**config.mk**
```make
export PLATFORM = sky130hd
export DESIGN_NAME = usdt_ctrl
export DESIGN_NICKNAME = d
export VERILOG_FILES = /design/src/hdl/usdt_pkg.sv /design/src/hdl/usdt_ctrl.sv
export SDC_FILE = /design/constraint.sdc
export NUM_CORES = 1
export LEC_CHECK = 0
export ABC_AREA = 1
export ABC_CLOCK_PERIOD_IN_PS = 3800
export BUFFER_PORTS_ARGS = -buffer_cell sky130_fd_sc_hd__buf_2
export CAP_MARGIN = 20
export CORE_MARGIN = 4
export CORE_UTILIZATION = 47
export CTS_CLUSTER_DIAMETER = 60
export CTS_CLUSTER_SIZE = 20
export DETAILED_ROUTE_END_ITERATION = 8
export PLACE_DENSITY = 0.83
export REMOVE_ABC_BUFFERS = 1
export SLEW_MARGIN = 20
export SYNTH_ARGS = -nofsm -noshare
export SYNTH_HDL_FRONTEND = slang
export SYNTH_SLANG_ARGS = --single-unit
```
**constraint.sdc**
```tcl
create_clock -name clk -period 3.8 [get_ports clk]
set_input_delay 0.57 -clock clk [delete_from_list [all_inputs] [get_ports clk]]
set_output_delay 0.57 -clock clk [all_outputs]
set_load 0.005 [all_outputs]
```
**src/hdl/usdt_pkg.sv**
```systemverilog
// ----------------------------------------------------------------------------
// usdt_pkg: shared types and constants for the sum decomposition table
// Field widths, result codes, controller states and the command and status
// bundles that join the controller to the datapath.
// ----------------------------------------------------------------------------
package usdt_pkg;

    // default sizes, overridable on the top level
    localparam int SUM_LIMIT_DEF = 32768;
    localparam int MAX_ITEMS_DEF = 32;

    // fixed field widths
    localparam int VALUE_W  = 16;
    localparam int STATUS_W = 3;
    localparam int INDEX_W  = 6;
    localparam int COUNT_W  = 15;
    localparam int WAYS_W   = 2;

    // saturating counts
    localparam logic [WAYS_W-1:0]  WAYS_NONE = 2'd0;
    localparam logic [WAYS_W-1:0]  WAYS_ONE  = 2'd1;
    localparam logic [WAYS_W-1:0]  WAYS_SAT  = 2'd2;
    localparam logic [COUNT_W-1:0] COUNT_MAX = 15'h7fff;

    // input action codes
    localparam logic ACT_ADD   = 1'b0;
    localparam logic ACT_QUERY = 1'b1;

    // result status codes
    typedef enum logic [STATUS_W-1:0] {
        ST_IMPOSSIBLE = 3'd0,
        ST_UNIQUE     = 3'd1,
        ST_AMBIGUOUS  = 3'd2,
        ST_RANGE      = 3'd3,
        ST_ADDED      = 3'd4,
        ST_FULL       = 3'd5
    } usdt_status_t;

    // controller states
    typedef enum logic [3:0] {
        S_CLEAR,
        S_IDLE,
        S_DISPATCH,
        S_ADD,
        S_QLOOK,
        S_WALK_LI,
        S_WALK_UPD,
        S_WALK_RD,
        S_SCAN,
        S_EMIT,
        S_RESULT
    } usdt_state_t;

    // controller to datapath
    typedef struct packed {
        logic         clr_step;
        logic         load;
        logic         add_start;
        logic         add_step;
        logic         set_code;
        usdt_status_t code;
        logic         vld_clear;
        logic         walk_k;
        logic         walk_upd;
        logic         scan_rd;
        logic         scan_next;
        logic         emit_item;
        logic         emit_code;
    } usdt_cmd_t;

    // datapath to controller
    typedef struct packed {
        logic              is_query;
        logic              full;
        logic              in_range;
        logic              clr_last;
        logic              add_done;
        logic [WAYS_W-1:0] ways;
        logic              q_zero;
        logic              li_stop;
        logic              walk_stop;
        logic              scan_end;
        logic              scan_hit;
        logic              emit_last;
        logic              out_free;
    } usdt_sts_t;

endpackage

```
**src/hdl/usdt_ctrl.sv**
```systemverilog
// ----------------------------------------------------------------------------
// usdt_ctrl: sequencing controller
// Steps through the clearing pass, the add pass, the query walk back and the
// result scan, driving the datapath by command bundle.
// ----------------------------------------------------------------------------
module usdt_ctrl
    import usdt_pkg::*;
(
    input  logic      clk,
    input  logic      rst_n,
    input  logic      in_valid,
    output logic      in_ready,
    input  usdt_sts_t sts,
    output usdt_cmd_t cmd
);

    usdt_state_t state_reg;
    usdt_state_t state_next;

    // state register
    always_ff @(posedge clk or negedge rst_n)
    begin
        if (!rst_n)
        begin
            state_reg <= S_CLEAR;
        end
        else
        begin
            state_reg <= state_next;
        end
    end

    assign in_ready = (state_reg == S_IDLE);

    // next state and commands
    always_comb
    begin
        state_next = state_reg;
        cmd        = '0;
        cmd.code   = ST_IMPOSSIBLE;
        case (state_reg)
            S_CLEAR:
            begin
                cmd.clr_step = 1'b1;
                if (sts.clr_last)
                begin
                    state_next = S_IDLE;
                end
            end
            S_IDLE:
            begin
                if (in_valid)
                begin
                    cmd.load   = 1'b1;
                    state_next = S_DISPATCH;
                end
            end
            S_DISPATCH:
            begin
                cmd.set_code = 1'b1;
                if (!sts.is_query)
                begin
                    if (sts.full)
                    begin
                        cmd.code   = ST_FULL;
                        state_next = S_RESULT;
                    end
                    else
                    begin
                        cmd.add_start = 1'b1;
                        cmd.code      = ST_ADDED;
                        state_next    = sts.in_range ? S_ADD : S_RESULT;
                    end
                end
                else if (!sts.in_range)
                begin
                    cmd.code   = ST_RANGE;
                    state_next = S_RESULT;
                end
                else
                begin
                    state_next = S_QLOOK;
                end
            end
            S_ADD:
            begin
                cmd.add_step = 1'b1;
                if (sts.add_done)
                begin
                    state_next = S_RESULT;
                end
            end
            S_QLOOK:
            begin
                if (sts.ways == WAYS_NONE)
                begin
                    cmd.set_code = 1'b1;
                    cmd.code     = ST_IMPOSSIBLE;
                    state_next   = S_RESULT;
                end
                else if (sts.ways >= WAYS_SAT)
                begin
                    cmd.set_code = 1'b1;
                    cmd.code     = ST_AMBIGUOUS;
                    state_next   = S_RESULT;
                end
                else
                begin
                    cmd.vld_clear = 1'b1;
                    state_next    = sts.q_zero ? S_SCAN : S_WALK_LI;
                end
            end
            S_WALK_LI:
            begin
                if (sts.li_stop)
                begin
                    state_next = S_SCAN;
                end
                else
                begin
                    cmd.walk_k = 1'b1;
                    state_next = S_WALK_UPD;
                end
            end
            S_WALK_UPD:
            begin
                cmd.walk_upd = 1'b1;
                state_next   = sts.walk_stop ? S_SCAN : S_WALK_RD;
            end
            S_WALK_RD:
            begin
                state_next = S_WALK_LI;
            end
            S_SCAN:
            begin
                cmd.scan_rd = 1'b1;
                if (sts.scan_end)
                begin
                    // nothing tallied: sum zero
                    cmd.set_code = 1'b1;
                    cmd.code     = ST_UNIQUE;
                    state_next   = S_RESULT;
                end
                else if (sts.scan_hit)
                begin
                    state_next = S_EMIT;
                end
                else
                begin
                    cmd.scan_next = 1'b1;
                end
            end
            S_EMIT:
            begin
                cmd.scan_rd = 1'b1;
                if (sts.out_free)
                begin
                    cmd.emit_item = 1'b1;
                    cmd.scan_next = 1'b1;
                    state_next    = sts.emit_last ? S_IDLE : S_SCAN;
                end
            end
            S_RESULT:
            begin
                if (sts.out_free)
                begin
                    cmd.emit_code = 1'b1;
                    state_next    = S_IDLE;
                end
            end
            default:
            begin
                state_next = S_IDLE;
            end
        endcase
    end

endmodule

```
==> impl_metrics.py <==
metrics = {
    "sta": {
        "fmaxAchievable_mhz": 464,
        "setup_ws_ns": 1.64,
        "min_period_ns": 2.16,
        "finalSetupTns_ns": 0,
        "worst_pin_slew_ns": 0.384,
        "slew_viol_final": 0,
        "slew_headroom_pct": 74.4,
        "timing.final.crit_share_pct": 56.8,
        "rsz0062_at_grt": "no",
        "finalHoldViolations": 0,
        "skew_ns": 0.00660,
        "finalSetupViolations": 0,
    },
    "clocking": {
        "root_buffer": "clkbuf_4",
        "insertion_delay_ns": 0.24,
        "cts_buffer_depth": 2,
        "cts_hold_buf": 0,
        "cts.repair.resized": 0,
        "h-tree-depth": 1,
        "clock-sinks": 4,
        "cts_tree": "built",
        "postCtsSetupBuffers": 0,
        "cts_buffers": 3,
        "clkTransAtPathRegs_ns": 0.04,
    },
    "critical_path": {
        "cp-start-kind": "flip-flop",
        "end_kind": "output port",
        "critical_path_required_ns": 3.23,
        "path_cells": "nor2_2 -> nand2_2 -> o32ai_1 -> buf_2",
        "crit_type": "flip-flop to output port",
        "max_stage_delay_ns": 0.43,
        "worst_path_max_delay_cell": "dfrtp_1",
        "critPathArrivalTime_ns": 1.59,
        "crit_fanout": 9,
    },
    "logic_synthesis": {
        "synthTopCellsByArea": "nand2_1, dfrtp_1, nor2_1",
        "synth-seq-cells": 4,
        "yosysSeqAreaShare_pct": 16.3,
        "yosys_warnings": 0,
        "synth_top_area_share_pct": 25.7,
        "synth_area_um2": 614,
        "synthCells": 123,
        "synth_cell_type_count": 15,
        "synth_area_leader_cell": "nand2_1",
        "syn_area_per_cell_um2": 4.99,
    },
    "finish": {
        "n_fill_cell": 123,
        "synthToLayoutAreaGrowth_pct": 30.8,
        "final_area_um2": 803,
        "largest_reg_flops": 4,
        "nets": 176,
        "antennaDiodeCount": 0,
        "drive_gt1_share_pct": 26.8,
    },
    "detailed_routing": {
        "drt_iter0_drc": 28,
        "drt-wirelength-per-cell_um": 11.3,
        "drc_errors": 0,
        "vias_per_cell": 5.16,
        "vias": 883,
        "finalWirelength_um": 1930,
        "first_pass_iters": 6,
        "drtAntennaViolNets": 0,
    },
    "die": {
        "pin_count": 33,
        "die_h_um": 44.2,
        "coreArea_um2": 1170,
        "die_area_um2": 1950,
        "rows": 12,
        "die_w_um": 44.2,
        "initial_utilization_pct": 52.5,
    },
    "place": {
        "portBuffers": 32,
        "globalplace.congestion": 0.874,
        "hpwl_um": 1610,
        "place_ws_ns": 1.91,
        "placed_area_um2": 781,
    },
    "grt": {
        "grtUsageMet1_pct": 26.0,
        "grt_pass1_wl_um": 3110,
        "use_met2_pct": 35.5,
        "grt_busiest_layer": "met2",
        "grt_max_degree": 10,
        "overflow": 0,
        "grt_use_met3_pct": 2.03,
        "antenna_found_initial": 0,
        "grt_pass1_vias": 797,
        "track_usage_pct": 21.1,
    },
    "hold_path": {
        "holdCritPathClass": "input pin to asynchronous set/reset pin",
    },
    "power": {
        "p_leak_nw": 0.550,
        "vdd_drop_max_uv": 380,
        "power.density_nw_per_um2": 631,
    },
    "outcome": {
        "outcome": "finished, final reports clean",
    },
    "flow_run": {
        "maxCapViolCount": 0,
    },
}
==> worst paths after layout <==
kind / start / endpoint / slack (ns) / depth (start not counted)
setup reg to reg: state_reg[1]$_DFFE_PN0P_ / state_reg[3]$_DFFE_PN0P_ / 2.35 / 6
min in group clk: state_reg[3]$_DFFE_PN0P_ / state_reg[3]$_DFFE_PN0P_ / 0.62 / 2
setup / recovery: state_reg[3]$_DFFE_PN0P_ / cmd[8] / 1.64 / 4
hold reg to reg: state_reg[3]$_DFFE_PN0P_ / state_reg[3]$_DFFE_PN0P_ / 0.62 / 2
hold / removal: rst_n / state_reg[1]$_DFFE_PN0P_ / 0.13 / 1
max in group asynchronous: rst_n / state_reg[2]$_DFFE_PN0P_ / 3.54 / 1
==> where the power goes <==
group	internal, mW	total [mW]	switching, mW
registers	0.0620	0.0955	0.0335
clock network	0.0356	0.0564	0.0208
logic	0.126	0.355	0.230
total	0.223	0.507	0.284
==> cells in the final DEF (no fill, tap or decap), drive strengths merged <==
master / n
nand2: 45
buf: 32
nor2: 28
inv: 20
nand3: 12
o21ai: 6
dfrtp: 4
nand3b: 3
clkbuf: 3
nor3: 2
o32ai: 1
o211ai: 1
==> routing by layer <==
metal,wire length [µm],up-vias
met3,182,6
met2,882,46
met4,46,0
li1,-,446
met1,818,385
met5,0,-
==> kinds of logic (layout without fill, tap and decap cells) <==
family                 count (synthesis)  count (layout)  synth area share (%)
AND/OR/NAND/NOR                       90              90                  62.1
AO/OA/AOI/OAI                          8               8                  7.53
buffers and inverters                 21              55                  14.1
flip-flops                             4               4                  16.3
==> cell type report <==
cell class / instances / area [µm²] / area share, %
multi-input cells: 98 / 428 / 53.3
well taps: 14 / 17.5 / 2.18
flip-flops and latches: 4 / 100 / 12.5
repair buffers: 32 / 160 / 19.9
inverters: 20 / 75.1 / 9.35
clock buffers: 3 / 22.5 / 2.80
==> worst max-delay path, delay by kind of cell (launching register included) <==
family | cells | cell delay [ns]
buf+inv | 1 | 0.15
simple gates | 2 | 0.54
compound gates | 1 | 0.23
flops | 1 | 0.43
==> stage by stage <==
step	total power [mW]	utilization, %	hold slack [ns]	std cells
after CTS	0.505	68.6	0.128	171
final	0.507	68.6	0.126	171
after global routing	0.566	68.6	0.129	171
after global placement	0.437	66.7	0.376	168
after floorplan	0.333	-	0.274	122
after detailed placement	0.448	66.7	0.381	168
==> cell usage after synthesis, drive strengths merged <==
master and n:
buf 1, dfrtp 4, inv 20, nand2 45, nand3 12, nand3b 3, nor2 28, nor3 2
o211ai 1, o21ai 6, o32ai 1
Power figures use the tool's default switching activity.
